### config.mk
export PLATFORM = sky130hd
export DESIGN_NAME = kheg_queue
export DESIGN_NICKNAME = d
export VERILOG_FILES = /design/src/hdl/kheg_pkg.sv /design/src/hdl/kheg_queue.sv
export VERILOG_INCLUDE_DIRS = /design/src /design/src/hdl
export SDC_FILE = /design/constraint.sdc
export NUM_CORES = 1
export LEC_CHECK = 0
export BUFFER_PORTS_ARGS = -buffer_cell sky130_fd_sc_hd__buf_2
export CAP_MARGIN = 20
export CELL_PAD_IN_SITES_DETAIL_PLACEMENT = 2
export CELL_PAD_IN_SITES_GLOBAL_PLACEMENT = 2
export CORE_MARGIN = 5
export CORE_UTILIZATION = 45
export DETAILED_ROUTE_END_ITERATION = 7
export PLACE_DENSITY = 0.83
export SKIP_CTS_REPAIR_TIMING = 1
export SLEW_MARGIN = 20
export SYNTH_ARGS = -nofsm -noshare
export SYNTH_HDL_FRONTEND = slang
export SYNTH_SLANG_ARGS = --single-unit
### constraint.sdc
create_clock -name clock -period 2.7 [get_ports clock]
set_clock_uncertainty 0.2 [all_clocks]
set_input_delay 0.27 -clock clock [delete_from_list [all_inputs] [get_ports clock]]
set_output_delay 0.27 -clock clock [all_outputs]
set_load 0.005 [all_outputs]
### src/hdl/kv_head_expansion_gather_top_defines.svh
// ----------------------------------------------------------------------------
// KV head expansion gather: assertion macros
// Concurrent check wrappers; they expand to nothing in synthesis builds.
// ----------------------------------------------------------------------------
`ifndef KV_HEAD_EXPANSION_GATHER_TOP_DEFINES_SVH
`define KV_HEAD_EXPANSION_GATHER_TOP_DEFINES_SVH

`ifndef SYNTHESIS

// same-cycle implication
`define KHEG_ASSERT_IMP(label, clk, rst, ante, cons) \
   label: assert property (@(posedge clk) disable iff (rst) (ante) |-> (cons)) \
      else $error("kheg same-cycle check failed");

// next-cycle implication
`define KHEG_ASSERT_NEXT(label, clk, rst, ante, cons) \
   label: assert property (@(posedge clk) disable iff (rst) (ante) |=> (cons)) \
      else $error("kheg next-cycle check failed");

`else

`define KHEG_ASSERT_IMP(label, clk, rst, ante, cons)
`define KHEG_ASSERT_NEXT(label, clk, rst, ante, cons)

`endif

`endif

### src/hdl/kheg_pkg.sv
// ----------------------------------------------------------------------------
// kheg_pkg
// Shared widths, codes and beat types of the KV head expansion gather block.
// ----------------------------------------------------------------------------
`default_nettype none

package kheg_pkg;

   // sizes
   localparam int MAX_SOURCE_WIDTH = 1024;
   localparam int MAX_TARGET_WIDTH = 4096;
   localparam int ADDR_W      = $clog2(MAX_SOURCE_WIDTH);
   localparam int COL_W       = 12;
   localparam int ELEM_W      = 32;
   localparam int SW_W        = 11;
   localparam int TW_W        = 13;
   localparam int HEAD_W      = 9;
   localparam int DIV_W       = 13;
   localparam int PROD_W      = DIV_W + HEAD_W;
   localparam int CSR_IDX_W   = 2;
   localparam int CSR_DATA_W  = 13;
   localparam int QUEUE_DEPTH = 4;
   localparam int QPTR_W      = $clog2(QUEUE_DEPTH);

   // command codes
   localparam logic CMD_LOAD  = 1'b0;
   localparam logic CMD_FETCH = 1'b1;

   // register indexes
   localparam logic [CSR_IDX_W-1:0] CSR_SOURCE_WIDTH = 2'd0;
   localparam logic [CSR_IDX_W-1:0] CSR_TARGET_WIDTH = 2'd1;
   localparam logic [CSR_IDX_W-1:0] CSR_QUERY_HEADS  = 2'd2;
   localparam logic [CSR_IDX_W-1:0] CSR_KV_HEADS     = 2'd3;

   typedef struct packed {
      logic              command;
      logic [COL_W-1:0]  column;
      logic [ELEM_W-1:0] element;
   } req_type;

   typedef struct packed {
      logic [ELEM_W-1:0] element_out;
      logic [ADDR_W-1:0] source_column;
      logic              head_mapped;
      logic              column_error;
   } rsp_type;

   // one classified operation for the back end
   typedef struct packed {
      logic              command;
      logic [ADDR_W-1:0] addr;
      logic [ELEM_W-1:0] element;
      logic              head_mapped;
      logic              column_error;
   } qent_type;

   typedef struct packed {
      logic     valid;
      qent_type entry;
   } q_push_type;

   typedef struct packed {
      logic             start;
      logic [DIV_W-1:0] dividend;
      logic [DIV_W-1:0] divisor;
   } div_req_type;

   typedef struct packed {
      logic             done;
      logic [DIV_W-1:0] quotient;
      logic [DIV_W-1:0] remainder;
   } div_rsp_type;

endpackage

`default_nettype wire

### src/hdl/kheg_queue.sv
// ----------------------------------------------------------------------------
// kheg_queue
// Small FIFO of classified operations between the front and back ends.
// ----------------------------------------------------------------------------
`default_nettype none

`include "kv_head_expansion_gather_top_defines.svh"

module kheg_queue
   import kheg_pkg::*;
(
   input  wire logic       clock,
   input  wire logic       reset,
   input  wire q_push_type q_push,
   output logic            q_full,
   input  wire logic       pop,
   output logic            q_valid,
   output qent_type        q_head
);

   qent_type          ent_ff [QUEUE_DEPTH];
   logic [QPTR_W-1:0] wr_ptr_ff;
   logic [QPTR_W-1:0] rd_ptr_ff;
   logic [QPTR_W:0]   cnt_ff;

   assign q_full  = (cnt_ff == (QPTR_W+1)'(QUEUE_DEPTH));
   assign q_valid = (cnt_ff != '0);
   assign q_head  = ent_ff[rd_ptr_ff];

   // storage
   always_ff @(posedge clock) begin
      if (q_push.valid) begin
         ent_ff[wr_ptr_ff] <= q_push.entry;
      end
   end

   // pointers and fill count
   always_ff @(posedge clock) begin
      if (reset) begin
         wr_ptr_ff <= '0;
         rd_ptr_ff <= '0;
         cnt_ff    <= '0;
      end else begin
         if (q_push.valid) begin
            wr_ptr_ff <= wr_ptr_ff + 1'b1;
         end
         if (pop) begin
            rd_ptr_ff <= rd_ptr_ff + 1'b1;
         end
         if (q_push.valid && !pop) begin
            cnt_ff <= cnt_ff + 1'b1;
         end else if (pop && !q_push.valid) begin
            cnt_ff <= cnt_ff - 1'b1;
         end
      end
   end

   `KHEG_ASSERT_IMP(a_no_push_full, clock, reset, q_push.valid, !q_full)
   `KHEG_ASSERT_IMP(a_no_pop_empty, clock, reset, pop, q_valid)

endmodule

`default_nettype wire

==> results list <==
* Clock latency at the later pin of the worst-skew pair: 430 ps
* Total area of multi-input combinational cells: 1270 µm²
* PnR worst setup slack: 237 ps
- Max-capacitance violation count: 0
* Placed cell count: 559
* Pins Over Slew Limit: 0
- Fraction of final layout cells with drive strength greater than 1: 39.6%
* Total detailed-routing wirelength: 16.3 mm
- The flow ran to the end, and the final reports show no timing, DRC or antenna violations.
- Largest cells by area after synthesis: edfxtp_1, mux4_2, dfxtp_1
- The number of clock buffers added by TritonCTS is 17.
* Cell type with the largest total area after synthesis: edfxtp_1
- Worst Path Required: 2230 ps
- Avg Inst Size Synth: 25.0 µm²
- Path category of the worst min-delay check: in -> reg
- Setup TNS: 0 ps
- Starting DRC count in detailed routing: 210
* Site row count: 45
- Non-filler cells, final: 638
- TritonCTS built the clock tree.
* Library cell with the highest instance count after synthesis: edfxtp_1
- The first global-routing pass estimated 23.7 mm of wire.
- Entering global routing, the biggest net connects 46 pins.
- Counting flops with an async set or reset pin after synthesis yields a share of 0%.
- The final critical path takes up 91.2% of the cycle.
- Yosys printed 0 warnings.
- Share of the synthesized area in the top cell type: 77.4%
* Type of element capturing the critical path: output port
- Remaining antenna violation count after routing: 0
* Static leakage power: 3.03 nW
- Final weighted congestion in routability-driven placement: 0.677
- Die height: 135 µm
- Setup violations remaining at the end of the flow were counted as 0.
- Aggregate global routing overflow: 0
* Crit path max fanout: 17
* Count of buffers from port buffering: 95
* Die area: 18100 µm²
- I/O pin total: 96
- Number of library cell types mapped by synthesis: 22
- After synthesis the netlist holds a flip-flop and latch count of 189.
* Slew Limit Headroom: 76.1%
* Total non-filler cell area in the finished layout: 8790 µm²
- Via total after detailed routing: 3393
* Area added between synthesis and finish: 25.8%
* X dimension of the die: 135 µm
- Max Freq: 406 MHz
* Remaining DRCs: 0
- The first detailed-routing pass took 6 iterations.
- Power density over cell area: 755 nW/µm²
- Worst slack after detailed placement: 622 ps
* Unrepaired setup endpoints after global routing: false
- The number of antenna diodes in the final layout is 0.
- Antenna violations before repair: 0
* Top cells by count, synth: edfxtp_1, mux4_2, dfxtp_1
- Largest buffer count on any clock path: 2
* Fill cells: 1265
- Number of synthesized flops with an enable pin: 180
- The wire-length estimate of the detail-placed layout is 10.0 mm.
* Kind of critical path: reg -> out
- Instance count of the mapped netlist: 279
- In this run the cell area of the synthesized design comes to 6980 µm².
* Worst Max-Slew Pin Slew: 358 ps
- The H-tree generated during clock tree synthesis spans 4 levels.
- Global-route usage over all layers: 18.3%
- The number of hold violations in the final report was 0.
- Average detailed-routed wire length per instance: 25.6 µm
* Critical path launch point type: flop
- After clock tree synthesis, the clock-pin slew on the worst setup and hold paths is 70 ps.
* Endpoint arrival time on the critical path: 1990 ps
- For this configuration, the core starts out at a cell density of 45.9%.
- The root buffer cell chosen for the clock tree is clkbuf_16.
* Post-Route Hold Slack: 22.2 ps
- Area after detailed placement: 7720 µm²
* Most frequently used flop master after synthesis: edfxtp_1
- Peak supply drop: 0.471 mV
- Registers take 5590 µm².
* Core region area: 15200 µm²
- NumNets Final: 492
- Vias in the first global route: 3707
* Post-synthesis sequential area ratio: 80.0%
- For this design, the sink count on the clock tree is 189.
* Vias per inst: 5.32
* Fin crit period: 2460 ps
- Synthesized net count: 334
-- routing by layer --
| layer | up-vias | part of all wire, % | wire (µm) | GRT usage, % |
|---|---|---|---|---|
| li1 | 1489 | - | - | - |
| met1 | 1805 | 39 | 6360 | 22.0 |
| met2 | 83 | 55 | 9060 | 31.4 |
| met3 | 16 | 4.6 | 746 | 6.22 |
| met4 | 0 | 1.0 | 169 | 5.83 |
| met5 | - | 0 | 0 | 0 |
-- flip-flops by register name (all words and copies together), names as in the netlist, named ones only --
name and cells:
rd_ptr_ff 2, cnt_ff 3, wr_ptr_ff 2, ent_ff 180
-- path summary, 6_finish.rpt --
check                             from                        end  slack [ps]  cells after the start
max                               flop                 q_head[33]         240                      3
max reg2reg  wr_ptr_ff[0]$_SDFFE_PP0P_  wr_ptr_ff[1]$_SDFFE_PP0P_         850                      5
min reg2reg     cnt_ff[2]$_SDFFE_PP0P_     cnt_ff[2]$_SDFFE_PP0P_         330                      2
min                         q_push[45]  wr_ptr_ff[0]$_SDFFE_PP0P_          20                      3
-- worst max-delay path, stage by stage (launching register included) --
cell and delay [ps]:
dfxtp_4 570, buf_4 290, mux4_2 540, buf_2 150
-- cell families (layout without fill, tap and decap cells) --
family	count (synthesis)	in the layout	synth area share, %
AOI/OAI and AO/OA	2	2	0.143
and+or+nand+nor	15	15	1.07
muxes	47	47	15.1
DFF	189	189	80.0
buffers and inverters	15	186	1.93
adders and majority gates	6	6	1.18
xor gates and xnor gates	5	5	0.627
-- where the power goes --
group          internal (mW)  switching, mW
Combinational          0.347          0.319
Clock                   1.45           1.08
Sequential              3.36         0.0671
-- metrics by stage --
stage,utilization [%],power (mW)
after floorplan,-,3.81
after global placement,50.8,4.06
after detailed placement,50.8,4.12
after CTS,54.7,6.65
after global routing,57.8,6.93
final,57.8,6.63
-- cell usage in the layout (no fill, tap or decap) --
master | synthesis | layout
inv_1 | 4 | 4
dfxtp_1 | 9 | 7
buf_12 | 4 | 6
nor3b_1 | 1 | 1
mux4_2 | 40 | 40
dfxtp_2 | 0 | 1
clkinv_4 | 0 | 1
clkbuf_16 | 0 | 17
edfxtp_1 | 180 | 180
ha_1 | 5 | 5
bufinv_16 | 0 | 3
clkinv_1 | 0 | 3
buf_2 | 4 | 95
clkinv_2 | 0 | 1
nor2_1 | 7 | 7
o21ai_0 | 1 | 1
clkinvlp_4 | 0 | 5
xnor2_1 | 2 | 2
and2_2 | 0 | 4
mux4_1 | 5 | 5
a21oi_1 | 1 | 1
mux2i_1 | 2 | 2
nand2_1 | 1 | 1
fa_1 | 1 | 1
inv_6 | 0 | 2
or3_1 | 2 | 2
dfxtp_4 | 0 | 1
dlygate4sd3_1 | 0 | 47
xor2_1 | 3 | 3
buf_4 | 0 | 2
-- cell type report --
| type | count | area share (%) |
|---|---|---|
| multi-input combinational | 75 | 14.4 |
| inverter | 4 | 0.171 |
| timing repair buffer | 150 | 12.3 |
| clock inverter | 15 | 1.94 |
| clock buffer | 17 | 4.84 |
| tap | 188 | 2.68 |
| sequential | 189 | 63.6 |
Note: power is estimated with default switching activity, not from simulation.
