===== config.mk =====
export PLATFORM = sky130hd
export DESIGN_NAME = kheg_front
export DESIGN_NICKNAME = d
export VERILOG_FILES = /design/src/hdl/kv_head_expansion_gather_top_defines.svh /design/src/hdl/kheg_pkg.sv /design/src/hdl/kheg_div.sv /design/src/hdl/kheg_front.sv
export SDC_FILE = /design/constraint.sdc
export NUM_CORES = 1
export LEC_CHECK = 0
export ABC_AREA = 1
export BUFFER_PORTS_ARGS = -buffer_cell sky130_fd_sc_hd__buf_2
export CORE_MARGIN = 2
export CORE_UTILIZATION = 57
export DETAILED_ROUTE_END_ITERATION = 8
export GPL_TIMING_DRIVEN = 0
export PLACE_DENSITY_LB_ADDON = 0.2
export SYNTH_ARGS = -nofsm -noshare
export SYNTH_HDL_FRONTEND = slang
export SYNTH_SLANG_ARGS = --single-unit

===== constraint.sdc =====
create_clock -name clock -period 5.14 [get_ports clock]
set_input_delay 0.771 -clock clock [delete_from_list [all_inputs] [get_ports clock]]
set_output_delay 0.771 -clock clock [all_outputs]
set_load 0.02 [all_outputs]

===== src/hdl/kv_head_expansion_gather_top_defines.svh =====
// ----------------------------------------------------------------------------
// KV head expansion gather: assertion macros
// Concurrent check wrappers; they expand to nothing in synthesis builds.
// ----------------------------------------------------------------------------
`ifndef KV_HEAD_EXPANSION_GATHER_TOP_DEFINES_SVH
`define KV_HEAD_EXPANSION_GATHER_TOP_DEFINES_SVH

`ifndef SYNTHESIS

// same-cycle implication
`define KHEG_ASSERT_IMP(label, clk, rst, ante, cons) \
   label: assert property (@(posedge clk) disable iff (rst) (ante) |-> (cons)) \
      else $error("kheg same-cycle check failed");

// next-cycle implication
`define KHEG_ASSERT_NEXT(label, clk, rst, ante, cons) \
   label: assert property (@(posedge clk) disable iff (rst) (ante) |=> (cons)) \
      else $error("kheg next-cycle check failed");

`else

`define KHEG_ASSERT_IMP(label, clk, rst, ante, cons)
`define KHEG_ASSERT_NEXT(label, clk, rst, ante, cons)

`endif

`endif


===== src/hdl/kheg_pkg.sv =====
// ----------------------------------------------------------------------------
// kheg_pkg
// Shared widths, codes and beat types of the KV head expansion gather block.
// ----------------------------------------------------------------------------
`default_nettype none

package kheg_pkg;

   // sizes
   localparam int MAX_SOURCE_WIDTH = 1024;
   localparam int MAX_TARGET_WIDTH = 4096;
   localparam int ADDR_W      = $clog2(MAX_SOURCE_WIDTH);
   localparam int COL_W       = 12;
   localparam int ELEM_W      = 32;
   localparam int SW_W        = 11;
   localparam int TW_W        = 13;
   localparam int HEAD_W      = 9;
   localparam int DIV_W       = 13;
   localparam int PROD_W      = DIV_W + HEAD_W;
   localparam int CSR_IDX_W   = 2;
   localparam int CSR_DATA_W  = 13;
   localparam int QUEUE_DEPTH = 4;
   localparam int QPTR_W      = $clog2(QUEUE_DEPTH);

   // command codes
   localparam logic CMD_LOAD  = 1'b0;
   localparam logic CMD_FETCH = 1'b1;

   // register indexes
   localparam logic [CSR_IDX_W-1:0] CSR_SOURCE_WIDTH = 2'd0;
   localparam logic [CSR_IDX_W-1:0] CSR_TARGET_WIDTH = 2'd1;
   localparam logic [CSR_IDX_W-1:0] CSR_QUERY_HEADS  = 2'd2;
   localparam logic [CSR_IDX_W-1:0] CSR_KV_HEADS     = 2'd3;

   typedef struct packed {
      logic              command;
      logic [COL_W-1:0]  column;
      logic [ELEM_W-1:0] element;
   } req_type;

   typedef struct packed {
      logic [ELEM_W-1:0] element_out;
      logic [ADDR_W-1:0] source_column;
      logic              head_mapped;
      logic              column_error;
   } rsp_type;

   // one classified operation for the back end
   typedef struct packed {
      logic              command;
      logic [ADDR_W-1:0] addr;
      logic [ELEM_W-1:0] element;
      logic              head_mapped;
      logic              column_error;
   } qent_type;

   typedef struct packed {
      logic     valid;
      qent_type entry;
   } q_push_type;

   typedef struct packed {
      logic             start;
      logic [DIV_W-1:0] dividend;
      logic [DIV_W-1:0] divisor;
   } div_req_type;

   typedef struct packed {
      logic             done;
      logic [DIV_W-1:0] quotient;
      logic [DIV_W-1:0] remainder;
   } div_rsp_type;

endpackage

`default_nettype wire


===== src/hdl/kheg_div.sv =====
// ----------------------------------------------------------------------------
// kheg_div
// Restoring divider, one quotient bit per cycle, DIV_W steps per division.
// ----------------------------------------------------------------------------
`default_nettype none

module kheg_div
   import kheg_pkg::*;
(
   input  wire logic        clock,
   input  wire logic        reset,
   input  wire div_req_type div_req,
   output div_rsp_type      div_rsp
);

   localparam int CNT_W = $clog2(DIV_W + 1);

   logic             busy_ff, busy_in;
   logic             done_ff, done_in;
   logic [CNT_W-1:0] cnt_ff, cnt_in;
   logic [DIV_W-1:0] quo_ff, quo_in;
   logic [DIV_W-1:0] rem_ff, rem_in;
   logic [DIV_W-1:0] dvs_ff, dvs_in;

   logic [DIV_W:0]   partial;
   logic [DIV_W:0]   diff;
   logic             ge;

   // one shift-subtract step
   always_comb begin
      partial = {rem_ff, quo_ff[DIV_W-1]};
      diff    = partial - {1'b0, dvs_ff};
      ge      = (partial >= {1'b0, dvs_ff});
   end

   always_comb begin
      busy_in = busy_ff;
      done_in = 1'b0;
      cnt_in  = cnt_ff;
      quo_in  = quo_ff;
      rem_in  = rem_ff;
      dvs_in  = dvs_ff;
      if (div_req.start) begin
         busy_in = 1'b1;
         cnt_in  = CNT_W'(DIV_W);
         quo_in  = div_req.dividend;
         rem_in  = '0;
         dvs_in  = div_req.divisor;
      end else if (busy_ff) begin
         quo_in = {quo_ff[DIV_W-2:0], ge};
         rem_in = ge ? diff[DIV_W-1:0] : partial[DIV_W-1:0];
         cnt_in = cnt_ff - 1'b1;
         if (cnt_ff == CNT_W'(1)) begin
            busy_in = 1'b0;
            done_in = 1'b1;
         end
      end
   end

   always_ff @(posedge clock) begin
      if (reset) begin
         busy_ff <= 1'b0;
         done_ff <= 1'b0;
      end else begin
         busy_ff <= busy_in;
         done_ff <= done_in;
      end
      cnt_ff <= cnt_in;
      quo_ff <= quo_in;
      rem_ff <= rem_in;
      dvs_ff <= dvs_in;
   end

   assign div_rsp.done      = done_ff;
   assign div_rsp.quotient  = quo_ff;
   assign div_rsp.remainder = rem_ff;

endmodule

`default_nettype wire


===== src/hdl/kheg_front.sv =====
// ----------------------------------------------------------------------------
// kheg_front
// Holds the configuration, accepts request beats and finds each fetch's source
// column with a shared divider; pushes one entry per operation but dropped loads.
// ----------------------------------------------------------------------------
`default_nettype none

module kheg_front
   import kheg_pkg::*;
(
   input  wire logic                  clock,
   input  wire logic                  reset,
   input  wire logic                  req_valid,
   output logic                       req_ready,
   input  wire req_type               req_data,
   input  wire logic                  csr_valid,
   output logic                       csr_ready,
   input  wire logic [CSR_IDX_W-1:0]  csr_index,
   input  wire logic [CSR_DATA_W-1:0] csr_data,
   input  wire logic                  q_full,
   output q_push_type                 q_push
);

   localparam logic [3:0] S_IDLE  = 4'd0;
   localparam logic [3:0] S_CLASS = 4'd1;
   localparam logic [3:0] S_D1    = 4'd2;
   localparam logic [3:0] S_D2    = 4'd3;
   localparam logic [3:0] S_MUL1  = 4'd4;
   localparam logic [3:0] S_OK    = 4'd5;
   localparam logic [3:0] S_MAP   = 4'd6;
   localparam logic [3:0] S_D3    = 4'd7;
   localparam logic [3:0] S_D4    = 4'd8;
   localparam logic [3:0] S_MUL2  = 4'd9;
   localparam logic [3:0] S_SUM   = 4'd10;
   localparam logic [3:0] S_D5    = 4'd11;
   localparam logic [3:0] S_PUSH  = 4'd12;

   // configuration
   logic [SW_W-1:0]   src_width_ff;
   logic [TW_W-1:0]   tgt_width_ff;
   logic [HEAD_W-1:0] q_heads_ff;
   logic [HEAD_W-1:0] kv_heads_ff;

   // control and working registers
   logic [3:0]        state_ff, state_in;
   logic              cmd_ff, cmd_in;
   logic [COL_W-1:0]  col_ff, col_in;
   logic [ELEM_W-1:0] elem_ff, elem_in;
   logic [DIV_W-1:0]  hd_ff, hd_in;
   logic [DIV_W-1:0]  grp_ff, grp_in;
   logic              r1z_ff, r1z_in;
   logic              r2z_ff, r2z_in;
   logic [PROD_W-1:0] prod_ff, prod_in;
   logic              ok_ff, ok_in;
   logic              cfg_known_ff, cfg_known_in;
   logic [DIV_W-1:0]  off_ff, off_in;
   logic [HEAD_W-1:0] kvh_ff, kvh_in;
   logic [ADDR_W-1:0] pk_addr_ff, pk_addr_in;
   logic              pk_mapped_ff, pk_mapped_in;
   logic              pk_err_ff, pk_err_in;

   logic [SW_W-1:0]   sw_eff;
   logic [TW_W-1:0]   tw_eff;
   logic [HEAD_W-1:0] qh_eff;
   logic [HEAD_W-1:0] kh_eff;
   logic [HEAD_W-1:0] kh_m1;
   logic [PROD_W-1:0] sum;
   div_req_type       div_req;
   div_rsp_type       div_rsp;

   // effective widths and head counts
   always_comb begin
      if (src_width_ff == '0) begin
         sw_eff = SW_W'(1);
      end else if (src_width_ff > SW_W'(MAX_SOURCE_WIDTH)) begin
         sw_eff = SW_W'(MAX_SOURCE_WIDTH);
      end else begin
         sw_eff = src_width_ff;
      end
      tw_eff = (tgt_width_ff > TW_W'(MAX_TARGET_WIDTH)) ? TW_W'(MAX_TARGET_WIDTH)
                                                        : tgt_width_ff;
      qh_eff = (q_heads_ff == '0) ? HEAD_W'(1) : q_heads_ff;
      kh_eff = (kv_heads_ff == '0) ? HEAD_W'(1) : kv_heads_ff;
      kh_m1  = kh_eff - 1'b1;
      sum    = prod_ff + PROD_W'(off_ff);
   end

   assign req_ready = (state_ff == S_IDLE);
   assign csr_ready = 1'b1;

   // sequencer
   always_comb begin
      state_in     = state_ff;
      cmd_in       = cmd_ff;
      col_in       = col_ff;
      elem_in      = elem_ff;
      hd_in        = hd_ff;
      grp_in       = grp_ff;
      r1z_in       = r1z_ff;
      r2z_in       = r2z_ff;
      prod_in      = prod_ff;
      ok_in        = ok_ff;
      cfg_known_in = cfg_known_ff;
      off_in       = off_ff;
      kvh_in       = kvh_ff;
      pk_addr_in   = pk_addr_ff;
      pk_mapped_in = pk_mapped_ff;
      pk_err_in    = pk_err_ff;
      div_req      = '0;

      unique case (state_ff)
         S_IDLE: begin
            if (req_valid) begin
               cmd_in   = req_data.command;
               col_in   = req_data.column;
               elem_in  = req_data.element;
               state_in = S_CLASS;
            end
         end
         S_CLASS: begin
            pk_mapped_in = 1'b0;
            pk_err_in    = 1'b0;
            pk_addr_in   = col_ff[ADDR_W-1:0];
            if (cmd_ff == CMD_LOAD) begin
               state_in = (col_ff < COL_W'(sw_eff)) ? S_PUSH : S_IDLE;
            end else if ({1'b0, col_ff} >= tw_eff) begin
               pk_err_in  = 1'b1;
               pk_addr_in = '0;
               state_in   = S_PUSH;
            end else if (TW_W'(sw_eff) == tw_eff) begin
               state_in = S_PUSH;
            end else if (cfg_known_ff) begin
               state_in = S_MAP;
            end else begin
               div_req.start    = 1'b1;
               div_req.dividend = DIV_W'(tw_eff);
               div_req.divisor  = DIV_W'(qh_eff);
               state_in         = S_D1;
            end
         end
         // head width = target / query heads
         S_D1: begin
            if (div_rsp.done) begin
               hd_in            = div_rsp.quotient;
               r1z_in           = (div_rsp.remainder == '0);
               div_req.start    = 1'b1;
               div_req.dividend = DIV_W'(qh_eff);
               div_req.divisor  = DIV_W'(kh_eff);
               state_in         = S_D2;
            end
         end
         // group size = query heads / kv heads
         S_D2: begin
            if (div_rsp.done) begin
               grp_in   = div_rsp.quotient;
               r2z_in   = (div_rsp.remainder == '0);
               state_in = S_MUL1;
            end
         end
         S_MUL1: begin
            prod_in  = PROD_W'(hd_ff) * PROD_W'(kh_eff);
            state_in = S_OK;
         end
         S_OK: begin
            ok_in        = r1z_ff && r2z_ff && (hd_ff != '0) && (prod_ff == PROD_W'(sw_eff));
            cfg_known_in = 1'b1;
            state_in     = S_MAP;
         end
         S_MAP: begin
            div_req.start    = 1'b1;
            div_req.dividend = DIV_W'(col_ff);
            if (ok_ff) begin
               div_req.divisor = hd_ff;
               state_in        = S_D3;
            end else begin
               div_req.divisor = DIV_W'(sw_eff);
               state_in        = S_D5;
            end
         end
         // query head and offset inside the head
         S_D3: begin
            if (div_rsp.done) begin
               off_in           = div_rsp.remainder;
               div_req.start    = 1'b1;
               div_req.dividend = div_rsp.quotient;
               div_req.divisor  = grp_ff;
               state_in         = S_D4;
            end
         end
         // kv head, clamped to the last one
         S_D4: begin
            if (div_rsp.done) begin
               kvh_in   = (div_rsp.quotient > DIV_W'(kh_m1)) ? kh_m1
                                                             : div_rsp.quotient[HEAD_W-1:0];
               state_in = S_MUL2;
            end
         end
         S_MUL2: begin
            prod_in  = PROD_W'(kvh_ff) * PROD_W'(hd_ff);
            state_in = S_SUM;
         end
         S_SUM: begin
            pk_addr_in   = (sum < PROD_W'(MAX_SOURCE_WIDTH)) ? sum[ADDR_W-1:0] : '0;
            pk_mapped_in = 1'b1;
            state_in     = S_PUSH;
         end
         // plain modulo by the source width
         S_D5: begin
            if (div_rsp.done) begin
               pk_addr_in = div_rsp.remainder[ADDR_W-1:0];
               state_in   = S_PUSH;
            end
         end
         S_PUSH: begin
            if (!q_full) begin
               state_in = S_IDLE;
            end
         end
         default: begin
            state_in = S_IDLE;
         end
      endcase

      // new configuration invalidates the cached head mapping
      if (csr_valid) begin
         cfg_known_in = 1'b0;
      end
   end

   assign q_push.valid              = (state_ff == S_PUSH) && !q_full;
   assign q_push.entry.command      = cmd_ff;
   assign q_push.entry.addr         = pk_addr_ff;
   assign q_push.entry.element      = elem_ff;
   assign q_push.entry.head_mapped  = pk_mapped_ff;
   assign q_push.entry.column_error = pk_err_ff;

   // configuration registers
   always_ff @(posedge clock) begin
      if (reset) begin
         src_width_ff <= SW_W'(1);
         tgt_width_ff <= TW_W'(1);
         q_heads_ff   <= HEAD_W'(1);
         kv_heads_ff  <= HEAD_W'(1);
      end else if (csr_valid) begin
         unique case (csr_index)
            CSR_SOURCE_WIDTH: src_width_ff <= csr_data[SW_W-1:0];
            CSR_TARGET_WIDTH: tgt_width_ff <= csr_data[TW_W-1:0];
            CSR_QUERY_HEADS:  q_heads_ff   <= csr_data[HEAD_W-1:0];
            CSR_KV_HEADS:     kv_heads_ff  <= csr_data[HEAD_W-1:0];
            default:          src_width_ff <= src_width_ff;
         endcase
      end
   end

   always_ff @(posedge clock) begin
      if (reset) begin
         state_ff     <= S_IDLE;
         cfg_known_ff <= 1'b0;
      end else begin
         state_ff     <= state_in;
         cfg_known_ff <= cfg_known_in;
      end
      cmd_ff       <= cmd_in;
      col_ff       <= col_in;
      elem_ff      <= elem_in;
      hd_ff        <= hd_in;
      grp_ff       <= grp_in;
      r1z_ff       <= r1z_in;
      r2z_ff       <= r2z_in;
      prod_ff      <= prod_in;
      ok_ff        <= ok_in;
      off_ff       <= off_in;
      kvh_ff       <= kvh_in;
      pk_addr_ff   <= pk_addr_in;
      pk_mapped_ff <= pk_mapped_in;
      pk_err_ff    <= pk_err_in;
   end

   kheg_div u_div (
      .clock   (clock),
      .reset   (reset),
      .div_req (div_req),
      .div_rsp (div_rsp)
   );

endmodule

`default_nettype wire


==> metrics.yaml <==
power_and_ir_drop:
  peakVddDrop_mv: 0.307
  finalPower_mw: 6.98
  p_per_area_mw_per_mm2: 323
  total_leakage_power_nw: 10.6
sta:
  rsz0062_at_grt: "true"
  min_period_ns: 5.07
  setup_viol: 0
  skew_ns: 0.0140
  finalHoldViolations: 0
  drv_slew: 0
  maxClockFrequency_ghz: 0.197
  maxSlewHeadroom: 0.182
  tightest_slew_ns: 1.23
  fin_crit_sh: 0.987
cts:
  clk_pin_slew_ns: 0.06
  numCtsBuffers: 24
  root_buffer: "clkbuf_16"
  clk_latency_ns: 0.52
  cts_tree: "done"
  htree_levels: 1
  cts.sinks: 222
  clockBufferDepth: 3
critical_path:
  end_kind: "flip-flop"
  rrSetupSlack_ns: 0.07
  critPathBufInv: 6
  cp_top_family: "adder cells"
  path_class: "flip-flop to flip-flop"
  cp.required_ns: 5.40
  cpPeakStageDelay_ns: 0.51
  startpoint_type: "flip-flop"
  rr_endpoint: "prod_ff[16]$_DFFE_PP_"
  worstPathMaxFanout: 5
  worstReg2RegStart: "kv_heads_ff[5]$_SDFFE_PP0P_"
  crit_slowest_cell: "fa_1"
  cp_data_arrival_time_ns: 5.34
  reg2regPathDepth: 25
  crit_start: "kv_heads_ff[5]$_SDFFE_PP0P_"
global_routing:
  grt_pass1_wl_microns: 86700
  antenna_found_initial: 0
  grt_usage: 0.332
  grt_start_max_net_pins: 24
  overflow: 0
  grt_pass1_vias: 15753
place:
  dp_cells: 2827
  portBuffers: 111
  gp_congestion: 0.973
  dpl.hpwl_microns: 42800
die:
  dieArea_sq_mm: 0.0345
  io_pins: 113
  die_h_microns: 186
  core-area_sq_mm: 0.0325
  start_util: 0.579
  die_w_microns: 186
  rows: 66
routing:
  final_antenna_net_count: 0
  drt_first_pass_iters: 6
  drt_iter0_drc: 1808
  drc_errors: 0
  routed_wl_microns: 57200
  avgViaCountPerCell: 5.70
  vias: 16559
  wl_per_cell_microns: 19.7
run:
  maxCapViolCount: 0
synth:
  synth_cell_types: 60
  yosysSeqAreaShare: 0.319
  avgSynthCellArea_sq_um: 8.31
  synth_top_cell_by_area: "edfxtp_1"
  ys_warn_count: 0
  netlist_instances: 2269
  synth_ff_type: "edfxtp_1"
  synth-edff-count: 156
  synthArstFlopShare: 0
  synthTopCellsByArea: "edfxtp_1, fa_1, nand2_1"
  synth-seq-cells: 222
  syn_area_sq_mm: 0.0188
  yosys.area.top_type_share: 0.249
  syn-num-nets: 2636
worst_hold_path:
  hp-class: "input pin to flip-flop"
  hold_depth: 1
  hold_start: "req_data[44]"
  min_to: "cmd_ff$_DFFE_PP_"
layout:
  fin_nets: 2812
  stdcell_count: 2905
  n_antenna_cell: 0
  multiInputGateArea_sq_mm: 0.0112
  drive_gt1_frac: 0.143
  fillers: 2758
  area_growth_pct: 14.5
  regArea_sq_mm: 0.00603
  final_util: 0.663
outcome:
  status: "finished clean"
how the worst max path moves through the flow:
stage                            end  cells after the start
4_1_cts        prod_ff[19]$_DFFE_PP_                     30
5_1_grt        prod_ff[16]$_DFFE_PP_                     21
2_1_floorplan  prod_ff[16]$_DFFE_PP_                     27
6_report       prod_ff[16]$_DFFE_PP_                     25
3_5_place_dp   prod_ff[16]$_DFFE_PP_                     21
3_3_place_gp   prod_ff[19]$_DFFE_PP_                     25
flip-flops by register name, summed over array words and instances (netlist names), 4 cells and up:
register and count:
off_ff 13, kvh_ff 9, u_div.rem_ff 13, kv_heads_ff 9, state_ff 4, pk_addr_ff 10, q_heads_ff 9, elem_ff 32
tgt_width_ff 13, hd_ff 13, u_div.quo_ff 13, col_ff 12, src_width_ff 11, prod_ff 22, u_div.dvs_ff 13, u_div.cnt_ff 4
grp_ff 13
cell usage after synthesis (3+ instances only):
| library cell | n |
|---|---|
| edfxtp_1 | 156 |
| buf_1 | 19 |
| o21ai_0 | 143 |
| a221oi_1 | 8 |
| nand3_2 | 6 |
| dfxtp_1 | 66 |
| inv_1 | 405 |
| a32oi_1 | 10 |
| a21boi_0 | 3 |
| a31oi_1 | 5 |
| or2_2 | 5 |
| o21ai_1 | 4 |
| a21oi_1 | 137 |
| fa_1 | 158 |
| o21a_1 | 3 |
| nand4_1 | 23 |
| xor2_1 | 34 |
| a22oi_1 | 3 |
| nand2_2 | 8 |
| clkinv_1 | 4 |
| o211ai_1 | 12 |
| nand2_1 | 522 |
| buf_4 | 5 |
| nor4_1 | 11 |
| nor2_2 | 3 |
| nor3_1 | 22 |
| o31ai_1 | 4 |
| nor2_1 | 163 |
| o2111ai_1 | 3 |
| xnor2_1 | 13 |
| ha_1 | 144 |
| a21o_1 | 8 |
| o22ai_1 | 4 |
| a211oi_1 | 3 |
| clkbuf_1 | 57 |
| nand3_1 | 62 |
layer usage:
metal | share of wire | vias to the layer above | global-route usage | wire [microns]
met1 | 0.42 | 7890 | 0.465 | 23800
met5 | 0 | - | 0 | 0
met2 | 0.44 | 880 | 0.511 | 25300
met4 | 0.034 | 0 | 0.101 | 1970
met3 | 0.11 | 140 | 0.0808 | 6140
li1 | - | 7649 | - | -
report_power, final:
| part | internal, mW | leakage, nW | switching [mW] | total [mW] |
|---|---|---|---|---|
| logic | 0.900 | 8.26 | 1.64 | 2.54 |
| clock network | 1.01 | 0.391 | 0.731 | 1.74 |
| registers | 2.39 | 1.99 | 0.313 | 2.70 |
per-stage QoR:
step                setup TNS (ns)  hold slack [ns]  area (sq um)  setup slack [ns]
finish                           0            0.423         21600            0.0685
global route                -0.242            0.415         21600           -0.0819
CTS                              0            0.416         21300           0.00418
detailed placement          -11.21            0.455         20000             -1.29
global placement            -25.78            0.444         20000             -1.31
floorplan                        0            0.429         18800            0.0134
cell usage in the layout, fill, tap and decap left out, drive strengths merged, types with 8 or more instances in the layout:
master	instances
a21o	8
a21oi	137
a221oi	8
a32oi	10
buf	200
clkbuf	72
clkinv	9
dfxtp	66
edfxtp	156
fa	158
ha	144
inv	411
nand2	532
nand3	68
nand4	23
nor2	167
nor3	23
nor4	11
o211ai	12
o21ai	149
xnor2	13
xor2	34
area by class of cell:
cell class                 count  area share
multi-input combinational   1547       0.518
tap                          442      0.0256
clock inverter                10     0.00284
clock buffer                  34      0.0344
inverter                     412      0.0721
buffer                        65      0.0182
sequential                   222       0.280
timing repair buffer         173      0.0491
logic make-up (layout without fill, tap and decap cells):
group	Yosys count	count (layout)	share of synthesized area
and+or+nand+nor	834	834	0.183
buffers and inverters	500	694	0.104
AOI/OAI and AO/OA	362	362	0.109
adders and majority gates	302	302	0.263
DFF	222	222	0.319
xor gates and xnor gates	47	47	0.0218
other	1	1	0.000199
muxes	1	1	0.000531
repair_timing:
action                                  CTS  global route
pin swaps                                13            25
endpoints found under the setup margin   15            21
resized for setup                        75            78
gates cloned                              1             0
setup buffers                            48             8
hold buffers                              0             0
Power figures use the tool's default switching activity.
